[config.mk]
export PLATFORM = sky130hd
export DESIGN_NAME = sbl_cell
export DESIGN_NICKNAME = d
export VERILOG_FILES = /design/src/hdl/sbl_pkg.sv /design/src/hdl/sbl_cell.sv
export SDC_FILE = /design/constraint.sdc
export NUM_CORES = 2
export LEC_CHECK = 0
export BUFFER_PORTS_ARGS = -buffer_cell sky130_fd_sc_hd__buf_4
export CAP_MARGIN = 20
export CELL_PAD_IN_SITES_DETAIL_PLACEMENT = 1
export CELL_PAD_IN_SITES_GLOBAL_PLACEMENT = 2
export CORE_MARGIN = 1
export CORE_UTILIZATION = 35
export DETAILED_ROUTE_END_ITERATION = 10
export GPL_TIMING_DRIVEN = 0
export PLACE_DENSITY = 0.7
export SETUP_SLACK_MARGIN = 0.15
export SLEW_MARGIN = 15
export SYNTH_ARGS = -nofsm -noshare
export SYNTH_HDL_FRONTEND = slang
export SYNTH_SLANG_ARGS = --single-unit
[constraint.sdc]
create_clock -name clk -period 17.6 [get_ports clk]
set_input_delay 2.64 -clock clk [delete_from_list [all_inputs] [get_ports clk]]
set_output_delay 2.64 -clock clk [all_outputs]
set_load 0.01 [all_outputs]
[src/hdl/sbl_pkg.sv]
// package: shared constants, register codes and types of the scaled beta log prior
package sbl_pkg;

  localparam int FRAC_BITS_DEF  = 16;
  localparam int DATA_WIDTH_DEF = 32;

  localparam int LFRAC = 26;
  localparam int ZW    = 31;
  localparam int TW    = 62;
  localparam int CW    = 64;

  localparam logic signed [30:0] LN2_Q30 = 31'sd744261118;

  localparam int MU_RST = 32768;
  localparam int SD_RST = 16384;
  localparam int LO_RST = 0;
  localparam int HI_RST = 65536;

  localparam logic [1:0] REG_MEAN = 2'd0;
  localparam logic [1:0] REG_STD  = 2'd1;
  localparam logic [1:0] REG_LOW  = 2'd2;
  localparam logic [1:0] REG_HIGH = 2'd3;

  localparam logic [1:0] ST_OK    = 2'd0;
  localparam logic [1:0] ST_RANGE = 2'd1;
  localparam logic [1:0] ST_CFG   = 2'd2;

  typedef enum logic [2:0] {
    CS_LOAD,
    CS_MUL,
    CS_DIV,
    CS_PREP,
    CS_SCL,
    CS_FIN,
    CS_RUN
  } coef_state_t;

  typedef struct packed {
    logic                 ready;
    logic                 bad;
    logic signed [CW-1:0] c1;
    logic signed [CW-1:0] c2;
  } sbl_coef_t;

  typedef struct packed {
    logic [ZW-1:0]    z;
    logic [LFRAC-1:0] frac;
  } sbl_lane_t;

endpackage

[src/hdl/sbl_cell.sv]
// one log2 cell: squares both mantissas and shifts one fraction bit into each lane
module sbl_cell import sbl_pkg::*; #(
  parameter int SIDE_W = 14
) (
  input  logic              clk,
  input  logic              rst_n,
  input  logic              in_vld,
  input  sbl_lane_t         in_lane1,
  input  sbl_lane_t         in_lane2,
  input  logic [SIDE_W-1:0] in_side,
  output logic              out_vld,
  output sbl_lane_t         out_lane1,
  output sbl_lane_t         out_lane2,
  output logic [SIDE_W-1:0] out_side
);

  logic [2*ZW-1:0]   sq1, sq2;
  logic [ZW:0]       zz1, zz2;
  sbl_lane_t         lane1_nxt, lane2_nxt;
  logic              vld_r;
  sbl_lane_t         lane1_r, lane2_r;
  logic [SIDE_W-1:0] side_r;

  always_comb begin
    sq1 = in_lane1.z * in_lane1.z;
    sq2 = in_lane2.z * in_lane2.z;
    zz1 = sq1[2*ZW-1:ZW-1];
    zz2 = sq2[2*ZW-1:ZW-1];
    lane1_nxt.z    = zz1[ZW] ? zz1[ZW:1] : zz1[ZW-1:0];
    lane1_nxt.frac = {in_lane1.frac[LFRAC-2:0], zz1[ZW]};
    lane2_nxt.z    = zz2[ZW] ? zz2[ZW:1] : zz2[ZW-1:0];
    lane2_nxt.frac = {in_lane2.frac[LFRAC-2:0], zz2[ZW]};
  end

  always_ff @(posedge clk) begin
    if (!rst_n) begin
      vld_r <= 1'b0;
    end else begin
      vld_r <= in_vld;
    end
  end

  always_ff @(posedge clk) begin
    lane1_r <= lane1_nxt;
    lane2_r <= lane2_nxt;
    side_r  <= in_side;
  end

  assign out_vld   = vld_r;
  assign out_lane1 = lane1_r;
  assign out_lane2 = lane2_r;
  assign out_side  = side_r;

endmodule

# Yosys cells after proc, flatten, opt, wreduce, memory -nomap -nowiden
# Cells that the tools add are included.
totals:
  register_bits: 129
  inputBits: 131
  elab_cells: 12
  output_inout_bits: 129
classes:
  mux: 2
  multipliers: 2
ops:
  columns: ["op", "n"]
  rows:
  - ["31-bit by 31-bit multiplier with 62-bit output", 2]
  - ["30-bit 2-to-1 mux", 2]

# Logic depth before layout (Yosys ltp)
depth:
  ltp_word: 2
  ltp_mapped: 32
  mapped_depth_nobuf: 28

# Worst setup path after synthesis
# Ideal clock, no wire load.
synth_path:
  path_type: "input to register"
  start: "input port in_lane1[42] (netlist bit)"
  end: "register lane1_r, in the netlist out_lane1[55]"
  cell_stages: 26
  setup_slack_ns: 7.062
  path_buffers: 2
  setup_ns: 0.079
  required_ns: 17.521
  arrival_time_ns: 10.459
  path_cell_list: "clkbuf_1 -> clkbuf_1 -> nand2_1 -> fa_1 -> inv_1 -> fa_1 -> inv_1 -> fa_1 -> fa_1 -> inv_1 -> fa_1 -> fa_1 -> fa_1 -> fa_1 -> ha_1 -> nand2_1 -> or4_4 -> or4_1 -> o22ai_2 -> o31ai_2 -> o31ai_4 -> a41oi_2 -> xor2_2 -> inv_2 -> or4_1 -> o211ai_1"
synth_lines:
  columns: ["item", "line_no", "text"]
  rows:
  - ["from (decl)", "sbl_cell.sv:8", "input sbl_lane_t in_lane1,"]
  - ["to (signal assigned)", "sbl_cell.sv:44", "lane1_r <= lane1_nxt;"]
  - ["to (decl)", "sbl_cell.sv:21", "sbl_lane_t lane1_r, lane2_r;"]

==> summary.txt <==
Outcome
  – Outcome: finished, final reports clean

Timing
  – Tmin final: 12880 ps
  – Worst slew margin: a little under a fifth
  – Tcrit/Tclk final: 73.2%
  – Final Max Tran Viols: 0
  – Final setup fails: 0
  – Slew @ Worst Pin: 1230 ps
  – Post-route setup TNS: 0 ps
  – F_max: slightly below 0.08 GHz
  – Final hold violations: 0
  – RSZ-0062 raised after global routing: false

Routing
  – DRC violations left: 0
  – Initial DRC count: 2322
  – Vias per inst: 4.88
  – DR vias: 41300
  – Average wire per standard cell: between 20 and 25 µm
  – Aggregate routed wire length: 206000 µm
  – TritonRoute pass-1 iters: 5
  – Post-route ant nets: 0

Worst hold path
  – Hold depth: 1
  – Worst Hold Path EP: out_lane1[11]
  – Hold crit path type: primary input to register
  – Hold Startpoint: in_lane1[10]

Clock tree
  – # Post-CTS Setup Buffers: 0
  – CTS Hold Buffers Added: 0
  – H-tree level count: 4
  – Maximum clock path buffer count: 2
  – Number of CTS-inserted buffers: 17
  – Post_cts resized: 0
  – Clk slew on worst S/H paths: 80 ps
  – Clock Sinks: ~130
  – CTS tree: built
  – CTS Root Cell: clkbuf_16

Yosys
  – Sequential fraction of the synthesis area: under 10%
  – Post-Syn Area: 0.0570 mm²
  – FF+latch count, synth: 129
  – Post-synth EDFFs: 0
  – Library cells used by synthesis: 76
  – Syn_area_per_cell: roughly 9.5 µm²
  – Syn Inst Count: ~6000
  – Syn_nets: 8164
  – Ys Warns: 0
  – FFs w/ async S/R, synth: 0%
  – Ys flop type: dfxtp_1

Worst setup path
  – WP buf/inv: 7
  – CP peak stage delay: 880 ps
  – Crit path depth: 27
  – Worst Setup End Kind: register
  – Slowest CP cell: clkbuf_1
  – Delay-heaviest family, CP: adder cells
  – Setup crit start kind: primary input
  – Crit path DAT: 13270 ps
  – Worst path required time: roughly 18000 ps
  – Crit Path Max Fanout: 10
  – Most frequent CP cell: fa_1
  – CP Class: primary input to register

Run
  – Max Cap Viol: 0

Layout
  – Commonest non-fill, non-tap cell in the layout: inv_1
  – Area grow syn2layout: 9.39%
  – Finished Cell Area: 0.0624 mm²
  – Most frequent cells in the layout: inv_1 (1829), fa_1 (1494), nand2_1 (593), ha_1 (534), and2_1 (382)
  – Share of cells above drive strength 1: under 10%
  – Nets: 8442

Global routing
  – Vias in the first global route: approximately 48000
  – Gr ovfl total: 0
  – Total track usage: 26.2%
  – Initial antenna violation count: 26
  – First-pass GRT wire length: 312000 µm
  – Largest net degree at the start of global routing: 17

Placement
  – GPL Wtd Cong: approximately 0.9
  – Post-place instance area: just over 0.06 mm²
  – Number of buffers added on ports: 245
  – DP HPWL: between 150000 and 200000 µm

Die
  – Num rows: between 100 and 150
  – Core area: around 0.16 mm²
  – Initial Util: around 35%
  – Die width: 406 µm
  – DIE AREA: 0.165 mm²
  – I/O pin cnt: between 200 and 300
  – Die Y: 406 µm
## how the worst max path moves through the flow
stage / start / slack (ps) / endpoint
after floorplan: in_lane1[42] / 7060 / out_lane1[55]
after global placement: in_lane1[30] / 4230 / out_lane1[55]
after detailed placement: in_lane2[30] / 4330 / out_lane2[53]
after CTS: in_lane2[30] / 4820 / out_lane2[53]
after global routing: in_lane1[31] / 4500 / out_lane1[55]
final: in_lane1[31] / 4720 / out_lane1[55]
## registers in the layout, summed over array words and instances (netlist names)
| signal | count |
|---|---|
| out_vld | 1 |
| out_side | 14 |
| out_lane1 | 57 |
| out_lane2 | 57 |
## synth_stat cells (all sizes together), types with 59 or more instances
cell | number | area (µm²)
inv | 1830 | 6870
fa | 1494 | 29900
nand2 | 593 | 2230
ha | 534 | 6680
and2 | 382 | 2390
clkbuf | 206 | 774
a21oi | 130 | 651
dfxtp | 129 | 2580
nor2 | 109 | 417
o21ai | 68 | 340
a21o | 64 | 480
xnor2 | 59 | 517
## routing by layer
metal | vias to the layer above | share of wire, % | global-route usage (%)
met5 | - | 0.028 | 0
li1 | 17900 | - | -
met2 | 1116 | 47 | 42.8
met3 | 231 | 5.6 | 3.38
met1 | 22000 | 45 | 37.0
met4 | 10 | 2.3 | 5.67
## kinds of logic (layout without fill, tap and decap cells)
| family | after synthesis | in the layout | synth area share [%] |
|---|---|---|---|
| and+or+nand+nor | 1242 | 1242 | 10.5 |
| muxes | 52 | 52 | 1.03 |
| buffers and inverters | 2048 | 2339 | 13.5 |
| DFF | 129 | 129 | 4.53 |
| other | 0 | 10 | 0 |
| AOI/OAI and AO/OA | 400 | 400 | 4.58 |
| adders and majority gates | 2028 | 2028 | 64.2 |
| xor gates and xnor gates | 106 | 106 | 1.64 |
## layout make-up
| type | instances | area (µm²) |
|---|---|---|
| clock inverter | 14 | 175 |
| clock buffer | 18 | 439 |
| tap | 2160 | 2700 |
| fill | 18700 | 98800 |
| buffer | 216 | 845 |
| timing repair buffer | 259 | 2000 |
| inverter | 1832 | 6880 |
| sequential | 129 | 2580 |
| multi-input combinational | 3828 | 46700 |
| antenna | 10 | 25.0 |
## per-stage QoR
stage          std cells  hold WS, ps  worst slack (ps)  utilization (%)
2_1_floorplan       6005         2670              7060                -
3_3_place_gp        8410         2740              4230             38.2
3_5_place_dp        8421         2750              4330             38.3
4_1_cts             8453         2230              4820             38.7
5_1_grt             8456         2230              4500             38.7
6_report            8466         2270              4720             38.7
Power is not shown: default switching activity piles up to over one toggle a cycle in this logic, so the estimate is an artifact.
