**src/hdl/sbl_pkg.sv**
```systemverilog
// package: shared constants, register codes and types of the scaled beta log prior
package sbl_pkg;

  localparam int FRAC_BITS_DEF  = 16;
  localparam int DATA_WIDTH_DEF = 32;

  localparam int LFRAC = 26;
  localparam int ZW    = 31;
  localparam int TW    = 62;
  localparam int CW    = 64;

  localparam logic signed [30:0] LN2_Q30 = 31'sd744261118;

  localparam int MU_RST = 32768;
  localparam int SD_RST = 16384;
  localparam int LO_RST = 0;
  localparam int HI_RST = 65536;

  localparam logic [1:0] REG_MEAN = 2'd0;
  localparam logic [1:0] REG_STD  = 2'd1;
  localparam logic [1:0] REG_LOW  = 2'd2;
  localparam logic [1:0] REG_HIGH = 2'd3;

  localparam logic [1:0] ST_OK    = 2'd0;
  localparam logic [1:0] ST_RANGE = 2'd1;
  localparam logic [1:0] ST_CFG   = 2'd2;

  typedef enum logic [2:0] {
    CS_LOAD,
    CS_MUL,
    CS_DIV,
    CS_PREP,
    CS_SCL,
    CS_FIN,
    CS_RUN
  } coef_state_t;

  typedef struct packed {
    logic                 ready;
    logic                 bad;
    logic signed [CW-1:0] c1;
    logic signed [CW-1:0] c2;
  } sbl_coef_t;

  typedef struct packed {
    logic [ZW-1:0]    z;
    logic [LFRAC-1:0] frac;
  } sbl_lane_t;

endpackage

```
**src/hdl/sbl_coef.sv**
```systemverilog
// coefficient sequencer: derives validity and the two log weights from the registers
module sbl_coef import sbl_pkg::*; #(
  parameter int FRAC_BITS  = FRAC_BITS_DEF,
  parameter int DATA_WIDTH = DATA_WIDTH_DEF
) (
  input  logic                         clk,
  input  logic                         rst_n,
  input  logic                         restart,
  input  logic signed [DATA_WIDTH-1:0] mu,
  input  logic        [DATA_WIDTH-2:0] sigma,
  input  logic signed [DATA_WIDTH-1:0] lo,
  input  logic signed [DATA_WIDTH-1:0] hi,
  output sbl_coef_t                    coef
);

  localparam int W     = DATA_WIDTH;
  localparam int F     = FRAC_BITS;
  localparam int NUMW  = 2*W + 2 + F;
  localparam int VNW   = W + 1 + F;
  localparam int CNT_W = $clog2(NUMW);
  localparam int VC_W  = $clog2(VNW + 1);
  localparam int PWD   = 2*W + 2;
  localparam int S2W   = 2*W - 2;
  localparam int TMW   = TW + F + 1;

  coef_state_t state_r, state_nxt;
  logic [CNT_W-1:0] cnt_r, cnt_nxt;
  logic [VC_W-1:0]  vcnt_r;

  logic signed [W:0] d1, d2, rr;
  logic              pre_bad;

  logic [PWD-1:0]  mcand_r, p_r, p_nxt;
  logic [W:0]      mpl_r;
  logic [S2W-1:0]  smc_r, s2_r, s2_nxt;
  logic [W-2:0]    smp_r;
  logic            bad_r;

  logic [NUMW-1:0] num_r;
  logic [S2W-1:0]  rem_r, rem_nxt;
  logic [S2W:0]    trial, tdiff;
  logic            ge;
  logic [TW-1:0]   q_r;
  logic            qsat_r;

  logic [VNW-1:0]  vnum_r;
  logic [W:0]      vrem_r, vrem_nxt;
  logic [W+1:0]    vtrial, vdiff;
  logic            vge;
  logic [F:0]      vq_r;

  logic [TW-1:0]   tp1, tval;
  logic [TMW-1:0]  tmc_r, macc_r, nacc_r;
  logic [F:0]      vm_r, nm_r;
  logic signed [CW-1:0] c1_r, c2_r;

  always_comb begin
    d1 = {mu[W-1], mu} - {lo[W-1], lo};
    d2 = {hi[W-1], hi} - {mu[W-1], mu};
    rr = {hi[W-1], hi} - {lo[W-1], lo};
    pre_bad = (sigma == '0) || (lo >= hi) || (d1 <= 0) || (d2 <= 0);

    p_nxt  = p_r + (mpl_r[0] ? mcand_r : '0);
    s2_nxt = s2_r + (smp_r[0] ? smc_r : '0);

    trial   = {rem_r, num_r[NUMW-1]};
    tdiff   = trial - {1'b0, s2_r};
    ge      = trial >= {1'b0, s2_r};
    rem_nxt = ge ? tdiff[S2W-1:0] : trial[S2W-1:0];

    vtrial   = {vrem_r, vnum_r[VNW-1]};
    vdiff    = vtrial - {1'b0, rr};
    vge      = vtrial >= {1'b0, rr};
    vrem_nxt = vge ? vdiff[W:0] : vtrial[W:0];

    tp1  = qsat_r ? {TW{1'b1}} : q_r;
    tval = tp1 - (TW'(1) << F);
  end

  // next state
  always_comb begin
    state_nxt = state_r;
    unique case (state_r)
      CS_LOAD: state_nxt = CS_MUL;
      CS_MUL:  if (cnt_r == '0) state_nxt = CS_DIV;
      CS_DIV:  if (cnt_r == '0) state_nxt = CS_PREP;
      CS_PREP: state_nxt = CS_SCL;
      CS_SCL:  if (cnt_r == '0) state_nxt = CS_FIN;
      CS_FIN:  state_nxt = CS_RUN;
      CS_RUN:  state_nxt = CS_RUN;
      default: state_nxt = CS_LOAD;
    endcase
    if (restart) state_nxt = CS_LOAD;
  end

  // counter update and outputs
  always_comb begin
    cnt_nxt = cnt_r;
    unique case (state_r)
      CS_LOAD: cnt_nxt = CNT_W'(W);
      CS_MUL:  cnt_nxt = (cnt_r == '0) ? CNT_W'(NUMW - 1) : cnt_r - 1'b1;
      CS_DIV:  cnt_nxt = cnt_r - 1'b1;
      CS_PREP: cnt_nxt = CNT_W'(F);
      CS_SCL:  cnt_nxt = cnt_r - 1'b1;
      default: cnt_nxt = cnt_r;
    endcase
    coef.ready = (state_r == CS_RUN);
    coef.bad   = bad_r;
    coef.c1    = c1_r;
    coef.c2    = c2_r;
  end

  always_ff @(posedge clk) begin
    if (!rst_n) begin
      state_r <= CS_LOAD;
      cnt_r   <= '0;
      vcnt_r  <= '0;
    end else begin
      state_r <= state_nxt;
      cnt_r   <= cnt_nxt;
      if (state_r == CS_LOAD) begin
        vcnt_r <= VC_W'(VNW);
      end else if (vcnt_r != '0) begin
        vcnt_r <= vcnt_r - 1'b1;
      end
    end
  end

  // quotient for v runs beside the multiply and divide phases
  always_ff @(posedge clk) begin
    if (state_r == CS_LOAD) begin
      vnum_r <= {d1, {F{1'b0}}};
      vrem_r <= '0;
      vq_r   <= '0;
    end else if (vcnt_r != '0) begin
      vnum_r <= {vnum_r[VNW-2:0], 1'b0};
      vrem_r <= vrem_nxt;
      vq_r   <= {vq_r[F-1:0], vge};
    end
  end

  always_ff @(posedge clk) begin
    unique case (state_r)
      CS_LOAD: begin
        mcand_r <= PWD'(d1);
        mpl_r   <= d2;
        p_r     <= '0;
        smc_r   <= S2W'(sigma);
        smp_r   <= sigma;
        s2_r    <= '0;
        rem_r   <= '0;
        q_r     <= '0;
        qsat_r  <= 1'b0;
      end
      CS_MUL: begin
        p_r     <= p_nxt;
        s2_r    <= s2_nxt;
        mcand_r <= {mcand_r[PWD-2:0], 1'b0};
        mpl_r   <= {1'b0, mpl_r[W:1]};
        smc_r   <= {smc_r[S2W-2:0], 1'b0};
        smp_r   <= smp_r >> 1;
        if (cnt_r == '0) begin
          num_r <= {p_nxt, {F{1'b0}}};
          bad_r <= pre_bad || (p_nxt <= PWD'(s2_nxt));
        end
      end
      CS_DIV: begin
        num_r  <= {num_r[NUMW-2:0], 1'b0};
        rem_r  <= rem_nxt;
        q_r    <= {q_r[TW-2:0], ge};
        qsat_r <= qsat_r | q_r[TW-1];
      end
      CS_PREP: begin
        tmc_r  <= TMW'(tval);
        vm_r   <= vq_r;
        nm_r   <= ((F+1)'(1) << F) - vq_r;
        macc_r <= '0;
        nacc_r <= '0;
      end
      CS_SCL: begin
        macc_r <= macc_r + (vm_r[0] ? tmc_r : '0);
        nacc_r <= nacc_r + (nm_r[0] ? tmc_r : '0);
        tmc_r  <= {tmc_r[TMW-2:0], 1'b0};
        vm_r   <= vm_r >> 1;
        nm_r   <= nm_r >> 1;
      end
      CS_FIN: begin
        c1_r <= (CW'(1) << F) - CW'(macc_r[TMW-1:F]);
        c2_r <= (CW'(1) << F) - CW'(nacc_r[TMW-1:F]);
      end
      default: begin
      end
    endcase
  end

endmodule

```
**config.mk**
```make
export PLATFORM = sky130hd
export DESIGN_NAME = sbl_coef
export DESIGN_NICKNAME = d
export VERILOG_FILES = /design/src/hdl/sbl_pkg.sv /design/src/hdl/sbl_coef.sv
export SDC_FILE = /design/constraint.sdc
export NUM_CORES = 2
export LEC_CHECK = 0
export BUFFER_PORTS_ARGS = -buffer_cell sky130_fd_sc_hd__buf_2
export CORE_MARGIN = 1
export CORE_UTILIZATION = 50
export DETAILED_ROUTE_END_ITERATION = 12
export PLACE_DENSITY_LB_ADDON = 0.12
export SETUP_SLACK_MARGIN = 0.2
export SLEW_MARGIN = 20
export SYNTH_ARGS = -nofsm -noshare
export SYNTH_HDL_FRONTEND = slang
export SYNTH_SLANG_ARGS = --single-unit
```
**constraint.sdc**
```tcl
create_clock -name clk -period 19.4 [get_ports clk]
set_input_delay 2.91 -clock clk [delete_from_list [all_inputs] [get_ports clk]]
set_output_delay 2.91 -clock clk [all_outputs]
set_load 0.005 [all_outputs]
```
Yosys cells after proc, flatten, opt, wreduce, memory -nomap -nowiden
Index checks and enable logic that the tools add are counted.
{"block": "classes", "addsub": 15, "order_cmp": 6, "n_eq_ne": 9, "mux": 33, "n_bitwise": 2, "reduce_logical": 21}
{"cell": "$pmux W62 S2", "n": 4}
{"cell": "$pmux W79 S2", "n": 3}
{"cell": "$pmux W66 S2", "n": 2}
{"cell": "$mux W62", "n": 3}
{"cell": "$pmux W82 S2", "n": 1}
{"cell": "$add A79 B79 Y79", "n": 2}
{"cell": "$mux W79", "n": 2}
{"cell": "$sub A17 B63 Y64 const A", "n": 2}
{"cell": "$sub A32 B32 Y33", "n": 3}
{"cell": "$mux W49", "n": 2}
{"cell": "$mux W82", "n": 1}
{"cell": "$pmux W17 S2", "n": 2}
{"cell": "$add A66 B66 Y66", "n": 1}
{"cell": "$le A33 B1 Y1 const B", "n": 2}
{"cell": "$le A66 B62 Y1", "n": 1}
{"cell": "$mux W66", "n": 1}
{"cell": "$pmux W33 S2", "n": 1}
{"cell": "$ge A63 B62 Y1", "n": 1}
{"cell": "$add A62 B62 Y62", "n": 1}
{"cell": "$pmux W31 S2", "n": 1}
{"cell": "$sub A62 B17 Y62 const B", "n": 1}
{"cell": "$sub A62 B62 Y62", "n": 1}
{"cell": "$ge A34 B33 Y1", "n": 1}
{"cell": "$mux W33", "n": 1}
{"cell": "27 further kinds", "n": 46}
{"block": "totals", "register_bits": 1026, "elab_cells": 111}

Logic depth before layout (Yosys ltp)
{"block": "logic_depth", "depth_word": 5, "ltp_mapped": 30, "depth_no_buf": 28}

Worst setup path after synthesis
Ideal clock, no wire load.
{"block": "synth_path", "path_kind": "register to register", "start": "register state_r[1]", "end": "register macc_r[0] (enable)", "setup_ps": 1278, "arrival_ps": 19807, "path_slack_ps": -1686, "stages_incl_launch_ff": 5, "path_buffers": 2, "cell_sequence": "dfxtp_1 > clkbuf_1 > clkbuf_1 > nand2_1 > o21ai_0"}
{"block": "synth_via", "elab_chain_len": 2}
{"element": "from (decl)", "line": "sbl_coef.sv:26", "source": "coef_state_t state_r, state_nxt;"}
{"element": "from (signal assigned)", "line": "sbl_coef.sv:119", "source": "state_r <= state_nxt;"}
{"element": "$eq A3 B3 Y1 / $eq A3 B2 Y1 (equally long branches)", "line": "sbl_coef.sv:143", "source": "unique case (state_r)"}
{"element": "$reduce_bool A2 Y1 (no line) (*)"}
{"element": "to (signal assigned)", "line": "sbl_coef.sv:181", "source": "macc_r <= macc_r + (vm_r[0] ? tmc_r : '0);"}
{"element": "to (decl)", "line": "sbl_coef.sv:53", "source": "logic [TMW-1:0] tmc_r, macc_r, nacc_r;"}
Mark *: on every way between the ends. The rest lies on a longest branch, timed or not.
A chain may end at the register's enable or synchronous reset.

Final worst setup path
{"block": "layout_path", "start": "input hi[0]", "end": "register vrem_r[21]"}
{"block": "layout_via", "elab_chain_len": 3}
{"element": "from (decl)", "line": "sbl_coef.sv:12", "source": "input logic signed [DATA_WIDTH-1:0] hi,"}
{"element": "$sub A32 B32 Y33 (*)", "line": "sbl_coef.sv:60", "source": "rr = {hi[W-1], hi} - {lo[W-1], lo};"}
{"element": "$sub A33 B33 Y33 / $ge A34 B33 Y1 (equally long branches)", "line": "sbl_coef.sv:72, sbl_coef.sv:73"}
{"element": "$mux W33 (*)", "line": "sbl_coef.sv:74", "source": "vrem_nxt = vge ? vdiff[W:0] : vtrial[W:0];"}
{"element": "to (signal assigned)", "line": "sbl_coef.sv:137", "source": "vrem_r <= vrem_nxt;"}
{"element": "to (decl)", "line": "sbl_coef.sv:47", "source": "logic [W:0] vrem_r, vrem_nxt;"}
Marked as above.

==> impl_metrics.sql <==
INSERT INTO impl_metrics (metric_group, metric, value, unit) VALUES
('clock_network', 'clock_sinks', '1010', ''),
('sta', 'drv_slew', '0', ''),
('min_path', 'min_delay_path_depth', '1', ''),
('synth', 'synth_top_cells_by_count', 'sky130_fd_sc_hd__edfxtp_1 (944), sky130_fd_sc_hd__nand2_1 (868), sky130_fd_sc_hd__nor2_1 (775), sky130_fd_sc_hd__a21oi_1 (629), sky130_fd_sc_hd__ha_1 (542)', ''),
('route', 'detailed_route_iter0_violations', '3472', ''),
('floorplanning', 'io-pin-count', '260', ''),
('route', 'route.antenna.remaining_nets', '0', ''),
('grt', 'total_grt_usage', '0.248', ''),
('grt', 'grt_pass1_vias', '53300', ''),
('synth', 'post_synth_net_total', '8374', ''),
('worst_setup_path', 'cp-end-kind', 'flop', ''),
('floorplanning', 'std_cell_rows', '137', ''),
('worst_setup_path', 'crit_path_max_fanout', '57', ''),
('worst_setup_path', 'setup.reg_to_reg.worst_slack', '12330', 'ps'),
('worst_setup_path', 'cp_data_arrival_time', '9020', 'ps'),
('floorplanning', 'floorplan.die.height', '379', 'um'),
('synth', 'netlist_area', '0.0710', 'mm2'),
('sta', 'worst_slew_pin_slew', '1040', 'ps'),
('sta', 'rsz_0062_raised_after_global_routing', 'false', ''),
('run', 'max-cap-violations', '0', ''),
('synth', 'synth_flop_cell', 'sky130_fd_sc_hd__edfxtp_1', ''),
('power', 'cellLeakagePower', '32.6', 'nW'),
('clock_network', 'hold_bufs_inserted_after_cts', '0', ''),
('min_path', 'hold_path.startpoint', 'cnt_r[6]$_SDFFE_PN0P_', ''),
('worst_setup_path', 'worstPathRequired', '20030', 'ps'),
('synth', 'synth_area_leader_cell', 'sky130_fd_sc_hd__edfxtp_1', ''),
('grt', 'grt_max_degree', '190', ''),
('worst_setup_path', 'critical_path.reg2reg.endpoint', 'bad_r$_DFFE_PP_', ''),
('grt', 'gr-total-overflow', '0', ''),
('clock_network', 'cts_max_level', '3', ''),
('worst_setup_path', 'crit-reg2reg-launch', 'smp_r[0]$_DFFE_PP_', ''),
('sta', 'totalNegativeSetupSlack', '0', 'ps'),
('synth', 'synthCells', '7693', ''),
('outcome', 'run_status', 'finished, final reports clean', ''),
('sta', 'timing.max_slew.rel_slack', '0.304', ''),
('final_layout', 'final_layout_size_suffix_gt1_frac', '0.0718', ''),
('grt', 'antenna_found_initial', '2', ''),
('route', 'drc_errors', '0', ''),
('clock_network', 'clk_root_buffer_cell', 'sky130_fd_sc_hd__clkbuf_16', ''),
('power', 'cell_pwr_density', '87.9', 'mW/mm2'),
('synth', 'synthesis.area_per_instance', '9.23', 'um2'),
('worst_setup_path', 'critPathKind', 'primary input to flop', ''),
('sta', 'setup_violations', '0', ''),
('route', 'postRouteWirelength', '181000', 'um'),
('route', 'per_cell_routed_wire_length', '18.5', 'um'),
('worst_setup_path', 'cells_on_worst_reg2reg_path', '24', ''),
('placement', 'dpl-instance-area', '0.0739', 'mm2'),
('route', 'num_vias', '55900', ''),
('clock_network', 'clock_pin_slew_on_the_worst_setup_and_hold_paths', '60', 'ps'),
('placement', 'dp_hpwl', '137000', 'um'),
('final_layout', 'number_of_nets_in_the_layout', '8478', ''),
('power', 'max-vdd-ir-drop', '71.1', 'uV'),
('sta', 'maxClockFrequency', '0.119', 'GHz'),
('floorplanning', 'floorplan.die.width', '379', 'um'),
('clock_network', 'post-cts-setup-buffer-count', '0', ''),
('placement', 'routabilityCongestion', '0.945', ''),
('min_path', 'hold_class', 'flop to flop', ''),
('sta', 'period_share', '0.433', ''),
('clock_network', 'cells_resized_by_post_cts_repair', '0', ''),
('floorplanning', 'initial_utilization', '0.506', ''),
('clock_network', 'skew_pair_late_insertion_delay', '750', 'ps'),
('final_layout', 'layout-area-overhead-vs-synth', '9.59', '%'),
('placement', 'buffer_ports.inserted', '259', ''),
('synth', 'ys_seq_elements', '1010', ''),
('synth', 'synth.yosys.warnings', '0', ''),
('final_layout', 'antenna-diode-count', '0', ''),
('grt', 'grt_first_pass_wirelength', '287000', 'um'),
('synth', 'yosys.cell_count.top_type', 'sky130_fd_sc_hd__edfxtp_1', ''),
('synth', 'ys_types', '91', ''),
('sta', 'final_hold_viol_count', '0', ''),
('clock_network', 'cts.path.max_buffers', '3', '');
[per-layer routing]
layer | up-vias | global-route usage | part of all wire
met2 | 1255 | 0.414 | 0.47
li1 | 28000 | - | -
met3 | 307 | 0.0272 | 0.039
met1 | 26300 | 0.335 | 0.46
met4 | 4 | 0.0819 | 0.033
met5 | - | 0 | 0.00012
[cell families (layout without fill, tap and decap cells)]
kind of cell | Yosys count | in the layout | share of synthesized area
AND/OR/NAND/NOR | 2885 | 2885 | 0.195
AO/OA/AOI/OAI | 1950 | 1950 | 0.172
flip-flops | 1010 | 1010 | 0.418
buffers and inverters | 636 | 838 | 0.0338
XOR/XNOR | 599 | 599 | 0.0739
adder cells (fa/ha/maj) | 552 | 552 | 0.0982
multiplexers | 61 | 61 | 0.00869
[worst max-delay path, cell delays in order]
cell,delay (ps)
sky130_fd_sc_hd__buf_2,100
sky130_fd_sc_hd__inv_1,120
sky130_fd_sc_hd__ha_1,190
sky130_fd_sc_hd__inv_1,60
sky130_fd_sc_hd__fa_1,400
sky130_fd_sc_hd__a21o_1,170
sky130_fd_sc_hd__a21oi_1,240
sky130_fd_sc_hd__o21bai_1,150
sky130_fd_sc_hd__a21oi_1,160
sky130_fd_sc_hd__or3_1,150
sky130_fd_sc_hd__a31oi_1,190
sky130_fd_sc_hd__a221oi_1,610
sky130_fd_sc_hd__nor3_1,100
sky130_fd_sc_hd__nor4_1,570
sky130_fd_sc_hd__nor2b_1,100
sky130_fd_sc_hd__nor4_1,250
sky130_fd_sc_hd__a21oi_1,90
sky130_fd_sc_hd__ha_1,350
sky130_fd_sc_hd__nand4_1,90
sky130_fd_sc_hd__or4_1,530
sky130_fd_sc_hd__o31ai_1,560
sky130_fd_sc_hd__nor2b_4,60
sky130_fd_sc_hd__buf_4,320
sky130_fd_sc_hd__nand2_1,220
sky130_fd_sc_hd__o221ai_1,140
sky130_fd_sc_hd__a21oi_1,170
[worst min path at each step]
stage,slack [ps],to
6_report,450,cnt_r[6]$_SDFFE_PN0P_
3_5_place_dp,440,cnt_r[6]$_SDFFE_PN0P_
5_1_grt,480,cnt_r[6]$_SDFFE_PN0P_
3_3_place_gp,430,cnt_r[6]$_SDFFE_PN0P_
2_1_floorplan,410,cnt_r[6]$_SDFFE_PN0P_
4_1_cts,450,cnt_r[6]$_SDFFE_PN0P_
[power breakdown]
| group | leakage [nW] | internal, W | switching, W |
|---|---|---|---|
| Clock | 1.87 | 0.00131 | 0.000927 |
| Sequential | 10.1 | 0.00262 | 0.0000936 |
| Combinational | 20.7 | 0.000735 | 0.00115 |
| Total | 32.6 | 0.00467 | 0.00217 |
[final cells by class]
class / count / area [um2]
Clock inverter: 81 / 948
Clock buffer: 133 / 2920
Tap cell: 1876 / 2350
Fill cell: 12900 / 62400
Timing Repair Buffer: 311 / 1700
Inverter: 313 / 1170
Multi-Input combinational cell: 6047 / 39000
Sequential cell: 1010 / 29700
[state kept, by name (all words and copies together), names as in the netlist, 64 cells and up]
| register | count |
|---|---|
| num_r | 66 |
| mcand_r | 66 |
| c2_r | 64 |
| macc_r | 79 |
| c1_r | 64 |
| tmc_r | 79 |
| p_r | 66 |
| nacc_r | 79 |
[metrics by stage]
step,utilization,cells,power (W),setup WS [ps]
6_report,0.555,9771,0.00684,11010
5_1_grt,0.555,9771,0.00722,10590
4_1_cts,0.555,9771,0.00689,11190
3_5_place_dp,0.527,9557,0.00463,10440
3_3_place_gp,0.527,9557,0.00460,10520
2_1_floorplan,-,7693,0.00415,5630
[placed cells by master, fill, tap and decap left out, drive strengths merged, types with 77 or more instances in the layout]
cell | synthesis | routed
a21o | 322 | 322
a21oi | 629 | 629
and2 | 390 | 390
and3 | 111 | 111
buf | 16 | 311
clkbuf | 307 | 133
edfxtp | 944 | 944
ha | 542 | 542
inv | 312 | 316
nand2 | 871 | 871
nand3 | 99 | 99
nand4 | 122 | 122
nor2 | 776 | 776
nor3 | 158 | 158
o21a | 92 | 92
o21ai | 420 | 420
o21bai | 77 | 77
xnor2 | 361 | 361
xor2 | 238 | 238
Power figures use the tool's default switching activity.
